`src/rtl/core/wss_pkg.sv`:
```
// Shared types and constants for the WAVE sample to stereo 16-bit converter.
// Used by every module in rtl/core; depends on nothing.
`timescale 1ns / 1ps

package wss_pkg;

	localparam int unsigned POSITION_BITS_DEFAULT = 32;
	localparam int unsigned CFG_DATA_BITS = 32;
	localparam int unsigned CFG_INDEX_BITS = 2;

	localparam logic [CFG_INDEX_BITS-1:0] CFG_SAMPLE_FORMAT = 2'd0;
	localparam logic [CFG_INDEX_BITS-1:0] CFG_CHANNEL_COUNT = 2'd1;
	localparam logic [CFG_INDEX_BITS-1:0] CFG_FRAMES_IN_DATA = 2'd2;

	localparam logic [2:0] FMT_PCM8 = 3'd0;
	localparam logic [2:0] FMT_PCM16 = 3'd1;
	localparam logic [2:0] FMT_PCM24 = 3'd2;
	localparam logic [2:0] FMT_PCM32 = 3'd3;
	localparam logic [2:0] FMT_FLOAT32 = 3'd4;

	localparam logic [1:0] CHANNELS_MONO = 2'd1;
	localparam logic [1:0] CHANNELS_STEREO = 2'd2;

	localparam logic [2:0] SAMPLE_FORMAT_RESET = FMT_PCM16;
	localparam logic [1:0] CHANNEL_COUNT_RESET = CHANNELS_STEREO;
	localparam logic [31:0] FRAMES_IN_DATA_RESET = 32'd1;

	localparam logic [7:0] PCM8_BIAS = 8'd128;
	localparam logic [14:0] FLOAT_SCALE = 15'd32767;
	localparam logic [15:0] S16_MAX = 16'h7FFF;
	localparam logic [15:0] S16_MIN = 16'h8000;

	typedef struct packed {
		logic [2:0] sample_format;
		logic [1:0] channel_count;
		logic [31:0] frames_in_data;
	} cfg_t;

endpackage

```
`src/rtl/core/wss_byte_if.sv`:
```
// Byte channel: valid/ready handshake carrying one WAVE data byte per item.
// No dependencies.
`timescale 1ns / 1ps

interface wss_byte_if;
	logic valid;
	logic ready;
	logic [7:0] data_byte;

	modport source(output valid, output data_byte, input ready);
	modport sink(input valid, input data_byte, output ready);
endinterface

```
`src/rtl/core/wss_frame_if.sv`:
```
// Frame channel: valid/ready handshake carrying one stereo 16-bit frame per item.
// No dependencies.
`timescale 1ns / 1ps

interface wss_frame_if;
	logic valid;
	logic ready;
	logic signed [15:0] left_sample;
	logic signed [15:0] right_sample;
	logic [31:0] next_position;
	logic wrapped;
	logic looped_sticky;

	modport source(output valid, output left_sample, output right_sample,
		output next_position, output wrapped, output looped_sticky, input ready);
	modport sink(input valid, input left_sample, input right_sample,
		input next_position, input wrapped, input looped_sticky, output ready);
endinterface

```
`src/rtl/core/wss_gather.sv`:
```
// Byte gather stage: assembles little-endian sample words, registers each word.
// Depends on wss_pkg and wss_byte_if.
`timescale 1ns / 1ps

module wss_gather (
	input logic clk,
	input logic arst_n,
	input wss_pkg::cfg_t cfg,
	wss_byte_if.sink data,
	input logic word_take,
	output logic word_valid_s1,
	output logic [31:0] word_s1
);

	logic [23:0] gather_q;
	logic [1:0] count_q;
	logic [1:0] last;
	logic accept;
	logic complete;
	logic [31:0] word_next;
	logic [23:0] gather_next;

	always_comb begin
		case (cfg.sample_format)
			wss_pkg::FMT_PCM8: last = 2'd0;
			wss_pkg::FMT_PCM24: last = 2'd2;
			wss_pkg::FMT_PCM32: last = 2'd3;
			wss_pkg::FMT_FLOAT32: last = 2'd3;
			default: last = 2'd1;
		endcase
	end

	assign data.ready = !word_valid_s1 || word_take;
	assign accept = data.valid && data.ready;
	assign complete = (count_q >= last);
	assign gather_next = gather_q | ({16'h0000, data.data_byte} << {count_q, 3'b000});

	always_comb begin
		case (last)
			2'd0: word_next = {24'h000000, data.data_byte};
			2'd1: word_next = {16'h0000, data.data_byte, gather_q[7:0]};
			2'd2: word_next = {8'h00, data.data_byte, gather_q[15:0]};
			default: word_next = {data.data_byte, gather_q};
		endcase
	end

	always_ff @(posedge clk or negedge arst_n) begin
		if (!arst_n) begin
			gather_q <= '0;
			count_q <= '0;
			word_valid_s1 <= 1'b0;
		end else begin
			if (accept) begin
				if (complete) begin
					gather_q <= '0;
					count_q <= '0;
				end else begin
					gather_q <= gather_next;
					count_q <= count_q + 2'd1;
				end
			end
			if (accept && complete) begin
				word_valid_s1 <= 1'b1;
			end else if (word_take) begin
				word_valid_s1 <= 1'b0;
			end
		end
	end

	always_ff @(posedge clk) begin
		if (accept && complete) begin
			word_s1 <= word_next;
		end
	end

endmodule

```
`src/rtl/core/wss_convert.sv`:
```
// Conversion stage: turns a gathered sample word into signed 16 bits.
// Depends on wss_pkg.
`timescale 1ns / 1ps

module wss_convert (
	input logic clk,
	input logic arst_n,
	input wss_pkg::cfg_t cfg,
	input logic word_valid_s1,
	input logic [31:0] word_s1,
	output logic word_take,
	input logic sample_take,
	output logic sample_valid_s2,
	output logic [15:0] sample_s2
);

	logic [15:0] sample_next;

	function automatic logic [15:0] float_to_s16(input logic [31:0] w);
		logic neg;
		logic [7:0] e;
		logic [22:0] m;
		logic [7:0] sh;
		logic [38:0] p;
		logic [38:0] mag;
		logic [15:0] res;
		neg = w[31];
		e = w[30:23];
		m = w[22:0];
		sh = 8'd150 - e;
		p = 39'({1'b1, m}) * 39'(wss_pkg::FLOAT_SCALE);
		mag = p >> sh;
		if (e == 8'hFF) begin
			if (m != '0) begin
				res = '0;
			end else begin
				res = neg ? wss_pkg::S16_MIN : wss_pkg::S16_MAX;
			end
		end else if (e == 8'h00) begin
			res = '0;
		end else if (e >= 8'd150) begin
			res = neg ? wss_pkg::S16_MIN : wss_pkg::S16_MAX;
		end else if (neg) begin
			res = (mag >= 39'd32768) ? wss_pkg::S16_MIN : 16'(-mag[15:0]);
		end else begin
			res = (mag > 39'd32767) ? wss_pkg::S16_MAX : mag[15:0];
		end
		return res;
	endfunction

	always_comb begin
		case (cfg.sample_format)
			wss_pkg::FMT_PCM8: sample_next = {word_s1[7:0] ^ wss_pkg::PCM8_BIAS, 8'h00};
			wss_pkg::FMT_PCM24: sample_next = word_s1[23:8];
			wss_pkg::FMT_PCM32: sample_next = word_s1[31:16];
			wss_pkg::FMT_FLOAT32: sample_next = float_to_s16(word_s1);
			default: sample_next = word_s1[15:0];
		endcase
	end

	assign word_take = word_valid_s1 && (!sample_valid_s2 || sample_take);

	always_ff @(posedge clk or negedge arst_n) begin
		if (!arst_n) begin
			sample_valid_s2 <= 1'b0;
		end else if (word_take) begin
			sample_valid_s2 <= 1'b1;
		end else if (sample_take) begin
			sample_valid_s2 <= 1'b0;
		end
	end

	always_ff @(posedge clk) begin
		if (word_take) begin
			sample_s2 <= sample_next;
		end
	end

endmodule

```
`src/rtl/core/wss_frame.sv`:
```
// Frame stage: pairs channels, advances the wrapping frame position, holds the
// result register. Depends on wss_pkg and wss_frame_if.
`timescale 1ns / 1ps

module wss_frame #(
	parameter int unsigned POSITION_BITS = wss_pkg::POSITION_BITS_DEFAULT
) (
	input logic clk,
	input logic arst_n,
	input wss_pkg::cfg_t cfg,
	input logic sample_valid_s2,
	input logic [15:0] sample_s2,
	output logic sample_take,
	wss_frame_if.source frame
);

	logic slot_q;
	logic [15:0] held_left_q;
	logic [POSITION_BITS-1:0] pos_q;
	logic looped_q;
	logic out_valid_q;
	logic [15:0] left_q;
	logic [15:0] right_q;
	logic [31:0] next_pos_q;
	logic wrapped_q;
	logic looped_out_q;

	logic mono;
	logic emit;
	logic out_free;
	logic emit_take;
	logic [POSITION_BITS:0] pos_inc;
	logic [POSITION_BITS-1:0] next_raw;
	logic wrap;

	assign mono = (cfg.channel_count == wss_pkg::CHANNELS_MONO);
	assign emit = mono || slot_q;
	assign out_free = !out_valid_q || frame.ready;
	assign sample_take = sample_valid_s2 && (!emit || out_free);
	assign emit_take = sample_take && emit;

	assign pos_inc = {1'b0, pos_q} + {{POSITION_BITS{1'b0}}, 1'b1};
	assign next_raw = pos_inc[POSITION_BITS-1:0];
	assign wrap = pos_inc[POSITION_BITS] || (32'(next_raw) >= cfg.frames_in_data);

	always_ff @(posedge clk or negedge arst_n) begin
		if (!arst_n) begin
			slot_q <= 1'b0;
			held_left_q <= '0;
			pos_q <= '0;
			looped_q <= 1'b0;
			out_valid_q <= 1'b0;
		end else begin
			if (sample_take) begin
				if (mono) begin
					slot_q <= 1'b0;
				end else if (!slot_q) begin
					held_left_q <= sample_s2;
					slot_q <= 1'b1;
				end else begin
					slot_q <= 1'b0;
				end
			end
			if (emit_take) begin
				pos_q <= wrap ? '0 : next_raw;
				looped_q <= looped_q || wrap;
			end
			if (emit_take) begin
				out_valid_q <= 1'b1;
			end else if (frame.ready) begin
				out_valid_q <= 1'b0;
			end
		end
	end

	always_ff @(posedge clk) begin
		if (emit_take) begin
			left_q <= mono ? sample_s2 : held_left_q;
			right_q <= sample_s2;
			next_pos_q <= wrap ? '0 : 32'(next_raw);
			wrapped_q <= wrap;
			looped_out_q <= looped_q || wrap;
		end
	end

	assign frame.valid = out_valid_q;
	assign frame.left_sample = left_q;
	assign frame.right_sample = right_q;
	assign frame.next_position = next_pos_q;
	assign frame.wrapped = wrapped_q;
	assign frame.looped_sticky = looped_out_q;

	a_wrap_zero_pos: assert property (@(posedge clk) disable iff (!arst_n)
		out_valid_q && wrapped_q |-> next_pos_q == '0)
		else $error("wrapped frame with nonzero position");

	a_wrap_sets_looped: assert property (@(posedge clk) disable iff (!arst_n)
		out_valid_q && wrapped_q |-> looped_out_q && looped_q)
		else $error("wrap did not set looped flag");

	a_slot_needs_stereo: assert property (@(posedge clk) disable iff (!arst_n)
		sample_take && !slot_q && !mono |=> slot_q)
		else $error("left sample not held");

endmodule

```
`src/rtl/core/wave_sample_to_stereo16.sv`:
```
// Top level of the WAVE sample to stereo 16-bit converter: configuration
// registers and the gather, convert and frame stages.
// Depends on wss_pkg, wss_byte_if, wss_frame_if, wss_gather, wss_convert, wss_frame.
`timescale 1ns / 1ps

// Takes one WAVE data byte per clock while input is not stalled (pcm8, pcm16,
// pcm24, pcm32 or float32, mono or stereo) and emits one signed 16-bit stereo
// frame per completed frame with its wrapping frame position. A byte that
// completes a frame reaches the output through the gather, convert and frame
// registers in that order; these registers each hold one item, so input stalls
// only when all three are full behind an output frame not yet taken.
// Write the configuration registers only while no frame is in flight.

module wave_sample_to_stereo16 #(
	parameter int unsigned POSITION_BITS = wss_pkg::POSITION_BITS_DEFAULT
) (
	input logic clk,
	input logic arst_n,
	input logic cfg_wr_en,
	input logic [wss_pkg::CFG_INDEX_BITS-1:0] cfg_index,
	input logic [wss_pkg::CFG_DATA_BITS-1:0] cfg_wdata,
	wss_byte_if.sink data,
	wss_frame_if.source frame
);

	wss_pkg::cfg_t cfg_q;
	logic word_valid_s1;
	logic [31:0] word_s1;
	logic word_take;
	logic sample_valid_s2;
	logic [15:0] sample_s2;
	logic sample_take;

	always_ff @(posedge clk or negedge arst_n) begin
		if (!arst_n) begin
			cfg_q.sample_format <= wss_pkg::SAMPLE_FORMAT_RESET;
			cfg_q.channel_count <= wss_pkg::CHANNEL_COUNT_RESET;
			cfg_q.frames_in_data <= wss_pkg::FRAMES_IN_DATA_RESET;
		end else if (cfg_wr_en) begin
			case (cfg_index)
				wss_pkg::CFG_SAMPLE_FORMAT: cfg_q.sample_format <= cfg_wdata[2:0];
				wss_pkg::CFG_CHANNEL_COUNT: cfg_q.channel_count <= cfg_wdata[1:0];
				wss_pkg::CFG_FRAMES_IN_DATA: cfg_q.frames_in_data <= cfg_wdata[31:0];
				default: ;
			endcase
		end
	end

	wss_gather u_gather (
		.clk(clk),
		.arst_n(arst_n),
		.cfg(cfg_q),
		.data(data),
		.word_take(word_take),
		.word_valid_s1(word_valid_s1),
		.word_s1(word_s1)
	);

	wss_convert u_convert (
		.clk(clk),
		.arst_n(arst_n),
		.cfg(cfg_q),
		.word_valid_s1(word_valid_s1),
		.word_s1(word_s1),
		.word_take(word_take),
		.sample_take(sample_take),
		.sample_valid_s2(sample_valid_s2),
		.sample_s2(sample_s2)
	);

	wss_frame #(
		.POSITION_BITS(POSITION_BITS)
	) u_frame (
		.clk(clk),
		.arst_n(arst_n),
		.cfg(cfg_q),
		.sample_valid_s2(sample_valid_s2),
		.sample_s2(sample_s2),
		.sample_take(sample_take),
		.frame(frame)
	);

	a_stall_only_on_output: assert property (@(posedge clk) disable iff (!arst_n)
		!data.ready |-> frame.valid && !frame.ready && word_valid_s1 && sample_valid_s2)
		else $error("input stalled without a blocked output");

endmodule

```
`src/flat_wrapper.sv`:
```
// flat-port wrapper written by rule: the top's interface ports become plain ports
module wave_sample_to_stereo16_flat 
#(
	parameter int unsigned POSITION_BITS = wss_pkg::POSITION_BITS_DEFAULT
)
  (clk, arst_n, cfg_wr_en, cfg_index, cfg_wdata, data_valid, data_data_byte, data_ready, frame_valid, frame_left_sample, frame_right_sample, frame_next_position, frame_wrapped, frame_looped_sticky, frame_ready);
  wss_byte_if data_i ();
  wss_frame_if frame_i ();
  input logic clk;
  input logic arst_n;
  input logic cfg_wr_en;
  input logic [wss_pkg::CFG_INDEX_BITS-1:0] cfg_index;
  input logic [wss_pkg::CFG_DATA_BITS-1:0] cfg_wdata;
  input wire logic [$bits(data_i.valid)-1:0] data_valid;
  input wire logic [$bits(data_i.data_byte)-1:0] data_data_byte;
  output wire logic [$bits(data_i.ready)-1:0] data_ready;
  output wire logic [$bits(frame_i.valid)-1:0] frame_valid;
  output wire logic [$bits(frame_i.left_sample)-1:0] frame_left_sample;
  output wire logic [$bits(frame_i.right_sample)-1:0] frame_right_sample;
  output wire logic [$bits(frame_i.next_position)-1:0] frame_next_position;
  output wire logic [$bits(frame_i.wrapped)-1:0] frame_wrapped;
  output wire logic [$bits(frame_i.looped_sticky)-1:0] frame_looped_sticky;
  input wire logic [$bits(frame_i.ready)-1:0] frame_ready;
  assign data_i.valid = data_valid;
  assign data_i.data_byte = data_data_byte;
  assign data_ready = data_i.ready;
  assign frame_valid = frame_i.valid;
  assign frame_left_sample = frame_i.left_sample;
  assign frame_right_sample = frame_i.right_sample;
  assign frame_next_position = frame_i.next_position;
  assign frame_wrapped = frame_i.wrapped;
  assign frame_looped_sticky = frame_i.looped_sticky;
  assign frame_i.ready = frame_ready;
  wave_sample_to_stereo16 #(.POSITION_BITS(POSITION_BITS)) u_core (.clk(clk), .arst_n(arst_n), .cfg_wr_en(cfg_wr_en), .cfg_index(cfg_index), .cfg_wdata(cfg_wdata), .data(data_i), .frame(frame_i));
endmodule
```
`config.mk`:
```
export PLATFORM = sky130hd
export DESIGN_NAME = wave_sample_to_stereo16_flat
export DESIGN_NICKNAME = d
export VERILOG_FILES = /design/src/rtl/core/wss_pkg.sv /design/src/rtl/core/wss_byte_if.sv /design/src/rtl/core/wss_frame_if.sv /design/src/rtl/core/wss_gather.sv /design/src/rtl/core/wss_convert.sv /design/src/rtl/core/wss_frame.sv /design/src/rtl/core/wave_sample_to_stereo16.sv /design/src/flat_wrapper.sv
export SDC_FILE = /design/constraint.sdc
export NUM_CORES = 1
export LEC_CHECK = 0
export BUFFER_PORTS_ARGS = -buffer_cell sky130_fd_sc_hd__buf_2
export CAP_MARGIN = 20
export CELL_PAD_IN_SITES_DETAIL_PLACEMENT = 0
export CELL_PAD_IN_SITES_GLOBAL_PLACEMENT = 1
export CORE_UTILIZATION = 44
export CTS_CLUSTER_SIZE = 10
export DETAILED_ROUTE_END_ITERATION = 6
export HOLD_SLACK_MARGIN = 0.02
export PLACE_DENSITY_LB_ADDON = 0.1
export SYNTH_ARGS = -nofsm -noshare
export SYNTH_HDL_FRONTEND = slang
export SYNTH_SLANG_ARGS = --single-unit
```
`constraint.sdc`:
```
create_clock -name clk -period 12.3 [get_ports clk]
set_input_delay 3.69 -clock clk [delete_from_list [all_inputs] [get_ports clk]]
set_output_delay 3.69 -clock clk [all_outputs]
set_load 0.005 [all_outputs]
```
== After elaboration in Yosys (flattened, before gate mapping) ==
Index checks and enable logic that the tools add are counted.

* Reductions and logical operators: 29
* Bitwise operators: 4
* $lt $le $gt $ge: 5
* Shift-type cells: 2
* $mul: 1
* Mux-type cells: 23
* $add $sub $neg: 4
* Equality and inequality tests: 9

{| class="wikitable"
|+ Operator list
! cell !! number
|-
| $mux W16 || 9
|-
| $pmux W32 S3 || 1
|-
| $pmux W16 S4 || 1
|-
| $ge A39 B16 Y1 const B || 1
|-
| $gt A39 B15 Y1 const B || 1
|-
| $mul A24 B15 Y39 const B || 1
|-
| $shr A39 B8 Y39 || 1
|-
| $add A32 B1 Y33 const B || 1
|-
| $ge A32 B32 Y1 || 1
|-
| $mux W32 || 1
|-
| $mux W24 || 1
|-
| $or A24 B24 Y24 || 1
|-
| $shl A8 B5 Y24 || 1
|-
| $reduce_bool A23 Y1 || 1
|-
| $neg A16 Y16 || 1
|-
| $eq A8 B8 Y1 const B || 1
|-
| $ge A8 B8 Y1 const B || 1
|-
| $logic_not A8 Y1 || 1
|-
| $mux W1 || 8
|-
| $sub A8 B8 Y8 const A || 1
|-
| $logic_or A1 B1 Y1 || 7
|-
| $eq A2 B1 Y1 const B || 3
|-
| $eq A3 B2 Y1 const B || 2
|-
| $pmux W2 S3 || 1
|-
| 14 further kinds || 29
|}

* Logic and storage cells: 96
* Flip-flop bits (word level): 230
* Output and inout bits: 68

== Logic depth before layout (Yosys ltp) ==
Gate-level depths: netlist (run 1).

* Depth in word-level cells: 11
* Mapped depth: 32
* Gate-level depth less buffers: 30

== Modules after synthesis ==
Synthesis (run 1) repeated with hierarchy kept, for this count alone.

* Cell total of the unflattened synthesis: 2613
* Area total of the unflattened synthesis: 24185.7 um^2

{| class="wikitable"
|+ Modules (own cells, without submodules)
! module !! times used !! cells an instance !! area each (um^2) !! sequential area each (um^2)
|-
| wss_convert || 1 || 1793 || 13938.4 || 505.5
|-
| wss_frame || 1 || 521 || 5965.7 || 3258.1
|-
| wss_gather || 1 || 219 || 2748.9 || 1636.6
|-
| wave_sample_to_stereo16 || 1 || 80 || 1532.7 || 929.6
|}

== Least setup slack after synthesis (run 1) ==
Ideal clock, no wire load.

* Path kind: register to register
* From: register u_core.u_gather.word_s1[14]
* To: register u_core.u_convert.sample_s2[10], data pin
* Buffers on the path: 1
* Library setup time: 261 ps
* Period minus slack after synthesis: 8664 ps
* Required time: 12039 ps
* Cell stages (with the launch flop): 29
* Setup slack: 3636 ps
* Arrival: 8403 ps
* Cell sequence: edfxtp_1 > inv_1 > fa_1 > inv_1 > fa_1 > fa_1 > inv_1 > fa_1 > inv_1 > fa_1 > inv_1 > fa_1 > inv_1 > ha_1 > buf_4 > a21oi_1 > o21ai_1 > a22o_1 > o31ai_2 > mux2_1 > or4b_1 > o22ai_1 > a32oi_1 > or3_1 > or4_1 > a221o_1 > a211oi_1 > a211oi_1 > o32a_1

* Longest elaborated chain between the ends: 9
* Elaborated cells on any way between the ends: 14
* Classes of those cells: 1 x add/sub; 1 x mul; 2 x order compare; 1 x shift; 8 x mux; 1 x reduce/logical

{| class="wikitable"
|+ Ends and longest elaborated chain
! what !! line !! RTL
|-
| start, declared || wss_gather.sv:12 || <nowiki>output logic [31:0] word_s1</nowiki>
|-
| start signal, assigned || wss_gather.sv:72 || <nowiki>word_s1 <= word_next;</nowiki>
|-
| $mul A24 B15 Y39 || wss_convert.sv:31 || <nowiki>p = 39'({1'b1, m}) * 39'(wss_pkg::FLOAT_SCALE);</nowiki>
|-
| $shr A39 B8 Y39 || wss_convert.sv:32 || <nowiki>mag = p >> sh;</nowiki>
|-
| $gt A39 B15 Y1 (tied with other cells) || wss_convert.sv:46 || <nowiki>res = (mag > 39'd32767) ? wss_pkg::S16_MAX : mag[15:0];</nowiki>
|-
| $mux W16, on equally long branches || wss_convert.sv:46, wss_convert.sv:44 ||
|-
| $mux W16 || wss_convert.sv:43 || <nowiki>end else if (neg) begin</nowiki>
|-
| $mux W16 || wss_convert.sv:41 || <nowiki>end else if (e >= 8'd150) begin</nowiki>
|-
| $mux W16 || wss_convert.sv:39 || <nowiki>end else if (e == 8'h00) begin</nowiki>
|-
| $mux W16 (*) || wss_convert.sv:33 || <nowiki>if (e == 8'hFF) begin</nowiki>
|-
| $pmux W16 S4 (*) || wss_convert.sv:52 || <nowiki>case (cfg.sample_format)</nowiki>
|-
| named net u_core.u_convert.sample_next[10] || wss_convert.sv:17 || <nowiki>logic [15:0] sample_next;</nowiki>
|-
| end signal, assigned || wss_convert.sv:75 || <nowiki>sample_s2 <= sample_next;</nowiki>
|-
| end, declared || wss_convert.sv:14 || <nowiki>output logic [15:0] sample_s2</nowiki>
|}

The timed path passes the listed nets; every way through them passes the cells marked *.
A chain may end at the register's enable or synchronous reset.

== Worst setup path after layout (run 1) ==
Same ends and word-level chain as after synthesis.

==> results.yml, run 1 <==
run_status:
  status: "complete, no violations"
yosys:
  synth-seq-cells: 230
  syn-cell-area_um2: 23400
  syn_avg_cell_area_um2: 9.06
  synth-seq-area-share_pct: 27.0
  synth.distinct_cells: 104
  synth.top_cell.area_share_pct: 14.7
  synth_area_leaders: "fa_1 (15%), edfxtp_1 (15%), dfrtp_1 (12%)"
  yosysWarnings: 0
  synth_edf_count: 114
  async_reset_ff_share_pct: 50.4
  synthCells: 2587
  synth_ff_type: "edfxtp_1"
  synth_nets: 2949
  yosys.area.top_type: "fa_1"
die:
  die_w_um: 233
  start_util_pct: 44.6
  design.portCount: 115
  core_area_um2: 52600
  num_rows: 84
  die-area_um2: 54200
  fp.dieH_um: 233
drt:
  drt-pass1-iter-count: 5
  vias_per_cell: 6.15
  ant_nets: 0
  wirelength_um: 84000
  drc: 0
  via_count: 20600
  drt_iter0_drc: 1762
  routedWlPerCell_um: 25.1
grt:
  grt_first_pass_wirelength_um: 129000
  grt_max_degree: 77
  grt.overflow.total: 0
  grt_pass1_vias: 20800
  grt_use_total_pct: 31.4
  antenna_found_initial: 0
sta:
  worstMarginPinSlew_ns: 1.05
  hold_viol_final: 0
  timing.final.crit_share_pct: 85.5
  setup_viol: 0
  setup-tns-final_ns: 0
  max_freq_mhz: 95.1
  period_minus_slack_ns: 10.52
  rsz0062_at_grt: "false"
  maxSlewHeadroom_pct: 29.5
  finalMaxSlewViolations: 0
  clock_skew_ns: 0.0172
clock_tree:
  cts_hold_buffers: 0
  htree_levels: 1
  clkSlewWorstSetupHoldPaths_ns: 0.06
  worstSkewPairLatency_ns: 0.53
  cts-root-buf: "clkbuf_16"
  postCtsSetupBuffers: 0
  cts_resized: 0
  cts_made_buffers: 27
  cts.sinks: 230
  clock_path_buffers: 3
  cts_tree: "done"
setup_path:
  reg2reg_depth: 28
  path_class: "reg2reg"
  endpoint_kind: "flip-flop"
  endpoint: "u_core.u_convert.sample_s2[10]$_DFFE_PP_"
  critPathLaunch: "u_core.u_gather.word_s1[14]$_DFFE_PP_"
  worstPathRequired_ns: 12.58
  start_kind: "flip-flop"
  cp.arrival_ns: 10.80
  rrSetupSlack_ns: 1.78
  r2r_start: "u_core.u_gather.word_s1[14]$_DFFE_PP_"
  r2r_end: "u_core.u_convert.sample_s2[10]$_DFFE_PP_"
  cpPeakStageDelay_ns: 0.91
  crit_fanout: 12
  slowest_stage: "o31ai_1"
placed_design:
  hpwl_um: 67000
  gp_congestion: 1.01
  io_buffer_count: 114
finish:
  mostFrequentLayoutCell: "inv_1"
  fillCellCount: 5191
  final_nets: 3007
  area_growth_pct: 8.70
  drive_gt1_share_pct: 12.2
  diodes: 0
  mostFrequentLayoutCells: "inv_1 (361), nand2_1 (204), nor2_1 (193)"
worst_hold_path:
  min_path_type: "reg2reg"
run:
  maxCapViolCount: 0
==> metrics by stage <==
step	instance area (µm²)	util [%]	hold WS, ns	setup WS (ns)	cells
after CTS	25400	48.4	0.449	1.95	3352
after global placement	24600	46.9	0.431	2.01	3303
final	25500	48.5	0.453	1.78	3353
after detailed placement	24600	46.9	0.437	2.03	3303
after floorplan	23400	-	0.420	3.64	2587
after global routing	25500	48.5	0.467	1.37	3353
==> worst max-delay path, delay by kind of cell, from the launching register on <==
family / cells / cell delay [ns]
fa+ha+maj: 8 / 4.41
compound gates: 8 / 3.55
buf+inv: 6 / 0.91
simple gates: 5 / 0.71
flops: 1 / 0.57
xor+xnor: 1 / 0.11
==> cell usage after synthesis (12+ instances only) <==
cell type / n
mux2i_1: 34
nand3_1: 52
and3_1: 17
or3_1: 21
nand2_1: 204
a22o_1: 18
fa_1: 172
nor2_1: 196
mux2_2: 80
nor3_1: 54
nand4_1: 52
o22ai_1: 20
dfrtp_1: 113
and4_1: 13
ha_1: 143
or2_2: 15
xnor2_1: 38
nor4_1: 24
inv_1: 362
edfxtp_1: 114
a31oi_1: 26
a21oi_1: 116
and2_1: 34
clkbuf_1: 79
buf_2: 19
nand2b_1: 19
o21a_1: 17
o31ai_1: 41
a211oi_1: 28
a211o_1: 12
o211ai_1: 33
nor2b_1: 12
a22oi_1: 15
o21ai_0: 96
xor2_1: 17
a21o_1: 36
==> metal layers <==
metal / routed length [µm] / GRT usage (%) / vias to the layer above
li1: - / - / 9334
met3: 5000 / 3.70 / 231
met5: 0 / 0 / -
met1: 35300 / 40.5 / 10200
met2: 39500 / 52.6 / 887
met4: 4270 / 14.0 / 0
==> how the worst min path moves through the flow <==
stage / start / endpoint / slack, ns / cells past startpoint
6_report: u_core.u_frame.looped_q$_DFFE_PN0P_ / u_core.u_frame.looped_q$_DFFE_PN0P_ / 0.45 / 1
5_1_grt: u_core.u_frame.looped_q$_DFFE_PN0P_ / u_core.u_frame.looped_q$_DFFE_PN0P_ / 0.47 / 1
4_1_cts: u_core.u_frame.looped_q$_DFFE_PN0P_ / u_core.u_frame.looped_q$_DFFE_PN0P_ / 0.45 / 1
3_5_place_dp: u_core.u_frame.looped_q$_DFFE_PN0P_ / u_core.u_frame.looped_q$_DFFE_PN0P_ / 0.44 / 1
3_3_place_gp: u_core.u_frame.looped_q$_DFFE_PN0P_ / u_core.u_frame.looped_q$_DFFE_PN0P_ / 0.43 / 1
2_1_floorplan: u_core.u_frame.looped_q$_DFFE_PN0P_ / u_core.u_frame.looped_q$_DFFE_PN0P_ / 0.42 / 1
==> logic make-up (layout without fill, tap and decap cells) <==
kind of cell,after synthesis,after routing,synth area share [%]
fa+ha+maj,315,315,22.3
flops,230,230,27.0
buf+inv,481,559,8.03
compound gates,647,647,19.7
mux,117,117,5.47
xor+xnor,55,55,2.06
simple gates,742,742,15.4
==> registers in the layout (all words and copies together) (netlist names), 2 cells and up <==
| name | cells |
|---|---|
| u_core.cfg_q | 37 |
| u_core.u_gather.word_s1 | 32 |
| u_core.u_frame.frame.right_sample | 16 |
| u_core.u_gather.count_q | 2 |
| u_core.u_frame.pos_q | 32 |
| u_core.u_frame.frame.next_position | 32 |
| u_core.u_frame.held_left_q | 16 |
| u_core.u_gather.gather_q | 24 |
| u_core.u_convert.sample_s2 | 16 |
| u_core.u_frame.frame.left_sample | 16 |
==> area by class of cell <==
| cell class | instances | area, µm² | area share [%] |
|---|---|---|---|
| multi-input cells | 1876 | 15300 | 60.0 |
| flip-flops and latches | 230 | 6330 | 24.9 |
| inverters | 363 | 1360 | 5.35 |
| well taps | 688 | 861 | 3.38 |
| repair buffers | 147 | 841 | 3.30 |
| clock buffers | 47 | 782 | 3.07 |
| clock inverters | 2 | 13.8 | 0.0540 |
Power of run 1 is left out: the tool's default activity adds up to more than one toggle a clock period on the data nets, which glitch-free logic cannot reach.
==> run 2, diff against run 1 <==
--- a/config.mk
+++ b/config.mk
@@ -9,6 +9,7 @@
 export CAP_MARGIN = 20
 export CELL_PAD_IN_SITES_DETAIL_PLACEMENT = 0
 export CELL_PAD_IN_SITES_GLOBAL_PLACEMENT = 1
+export CORE_MARGIN = 5
 export CORE_UTILIZATION = 44
 export CTS_CLUSTER_SIZE = 10
 export DETAILED_ROUTE_END_ITERATION = 6
==> results.yml, run 2 (same netlist as run 1, synthesis figures left out) <==
grt:
  antenna_found_initial: 0
  grt_pass1_vias: 20800
  grt_first_pass_wirelength_um: 129000
  grt.overflow.total: 0
  grt_use_total_pct: 28.8
  grt_max_degree: 70
die:
  design.portCount: 115
  die_w_um: 241
  fp.dieH_um: 241
  die-area_um2: 58000
  num_rows: 84
  start_util_pct: 44.5
  core_area_um2: 52700
clock_tree:
  cts-root-buf: "clkbuf_16"
  cts_tree: "done"
  htree_levels: 1
  clock_path_buffers: 3
  postCtsSetupBuffers: 0
  cts_made_buffers: 27
  cts_resized: 0
  worstSkewPairLatency_ns: 0.54
  clkSlewWorstSetupHoldPaths_ns: 0.06
  cts.sinks: 230
  cts_hold_buffers: 0
setup_path:
  r2r_start: "u_core.u_gather.word_s1[12]$_DFFE_PP_"
  critPathLaunch: "u_core.u_gather.word_s1[12]$_DFFE_PP_"
  cp.depth: 27
  path_buf_inv: 6
  slowest_stage: "o31ai_2"
  r2r_end: "u_core.u_convert.sample_s2[10]$_DFFE_PP_"
  reg2reg_depth: 27
  worstPathRequired_ns: 12.70
  start_kind: "flip-flop"
  crit_family: "adder cells"
  path_class: "reg2reg"
  cpPeakStageDelay_ns: 0.73
  crit_fanout: 11
  endpoint: "u_core.u_convert.sample_s2[10]$_DFFE_PP_"
  endpoint_kind: "flip-flop"
  cp.arrival_ns: 10.95
  rrSetupSlack_ns: 1.75
sta:
  setup-tns-final_ns: 0
  maxSlewHeadroom_pct: 19.5
  worstMarginPinSlew_ns: 1.19
  max_freq_mhz: 94.8
  clock_skew_ns: 0.0109
  rsz0062_at_grt: "false"
  timing.final.crit_share_pct: 85.8
  period_minus_slack_ns: 10.55
  finalMaxSlewViolations: 0
  setup_viol: 0
  hold_viol_final: 0
finish:
  diodes: 0
  largest-register: "u_core.cfg_q"
  layout.cells.non_filler: 3359
  area_growth_pct: 8.73
  mostFrequentLayoutCell: "inv_1"
  largest_reg_flops: 37
  mostFrequentLayoutCells: "inv_1 (361), nand2_1 (204), nor2_1 (194)"
  final_nets: 3012
  drive_gt1_share_pct: 12.3
drt:
  vias_per_cell: 6.13
  via_count: 20600
  drt_iter0_drc: 1718
  ant_nets: 0
  drt-pass1-iter-count: 5
  wirelength_um: 84500
  routedWlPerCell_um: 25.1
  drc: 0
placed_design:
  io_buffer_count: 114
  gp_congestion: 1.01
  dp.cells: 3309
  hpwl_um: 68000
run:
  maxCapViolCount: 0
run_status:
  status: "complete, no violations"
worst_hold_path:
  min_path_type: "reg2reg"
## run 2: cell count changes in the layout (fill, tap and decap cells not counted), sizes merged
| cell | previous run | this run |
|---|---|---|
| inv | 363 | 364 |
| clkbuf | 47 | 48 |
| buf | 147 | 152 |
| clkinv | 2 | 1 |
## run 2: worst register-to-register path, stage by stage (launching register included)
cell	delay (ns)
edfxtp_1	0.57
inv_1	0.15
fa_1	0.69
inv_1	0.10
fa_1	0.53
fa_1	0.57
inv_1	0.06
fa_1	0.48
inv_1	0.06
fa_1	0.56
inv_1	0.07
fa_1	0.51
inv_1	0.04
ha_1	0.44
a21oi_1	0.30
o21ai_1	0.20
a22o_1	0.37
o31ai_2	0.73
mux2_1	0.39
or4b_1	0.56
o22ai_1	0.42
a32oi_1	0.25
or3_1	0.43
or4_1	0.56
a221o_1	0.53
a31o_2	0.37
a211oi_1	0.30
o32a_1	0.20
## run 2: layer usage
| layer | share of wire (%) | track usage (%) | vias up |
|---|---|---|---|
| met4 | 5.0 | 11.8 | 0 |
| li1 | - | - | 9356 |
| met3 | 6.3 | 3.65 | 212 |
| met5 | 0 | 0 | - |
| met1 | 42 | 38.6 | 10200 |
| met2 | 46 | 47.6 | 838 |
## run 2: cell type report
type | instances | area, µm²
tap | 688 | 861
clock inverter | 2 | 15.0
fill | 5129 | 27200
inverter | 363 | 1360
clock buffer | 48 | 764
timing repair buffer | 152 | 866
multi-input combinational | 1876 | 15300
sequential | 230 | 6330
## run 2: per-stage QoR
| stage | area (µm²) | util (%) | hold slack [ns] | setup WS, ns |
|---|---|---|---|---|
| after floorplan | 23400 | - | 0.420 | 3.64 |
| after global placement | 24700 | 46.9 | 0.432 | 1.95 |
| after global routing | 25500 | 48.4 | 0.470 | 1.52 |
| after detailed placement | 24700 | 46.9 | 0.441 | 2.02 |
| after CTS | 25500 | 48.4 | 0.454 | 1.90 |
| final | 25500 | 48.4 | 0.452 | 1.75 |
## run 2: worst min path at each step
| stage | from | endpoint | slack (ns) | cells past startpoint |
|---|---|---|---|---|
| 4_1_cts | u_core.u_frame.looped_q$_DFFE_PN0P_ | u_core.u_frame.looped_q$_DFFE_PN0P_ | 0.45 | 1 |
| 2_1_floorplan | u_core.u_frame.looped_q$_DFFE_PN0P_ | u_core.u_frame.looped_q$_DFFE_PN0P_ | 0.42 | 1 |
| 3_5_place_dp | u_core.u_frame.looped_q$_DFFE_PN0P_ | u_core.u_frame.looped_q$_DFFE_PN0P_ | 0.44 | 1 |
| 3_3_place_gp | u_core.u_frame.looped_q$_DFFE_PN0P_ | u_core.u_frame.looped_q$_DFFE_PN0P_ | 0.43 | 1 |
| 5_1_grt | u_core.u_frame.looped_q$_DFFE_PN0P_ | u_core.u_frame.looped_q$_DFFE_PN0P_ | 0.47 | 1 |
| 6_report | u_core.u_frame.looped_q$_DFFE_PN0P_ | u_core.u_frame.looped_q$_DFFE_PN0P_ | 0.45 | 1 |
Power of run 2 is left out for the same reason.
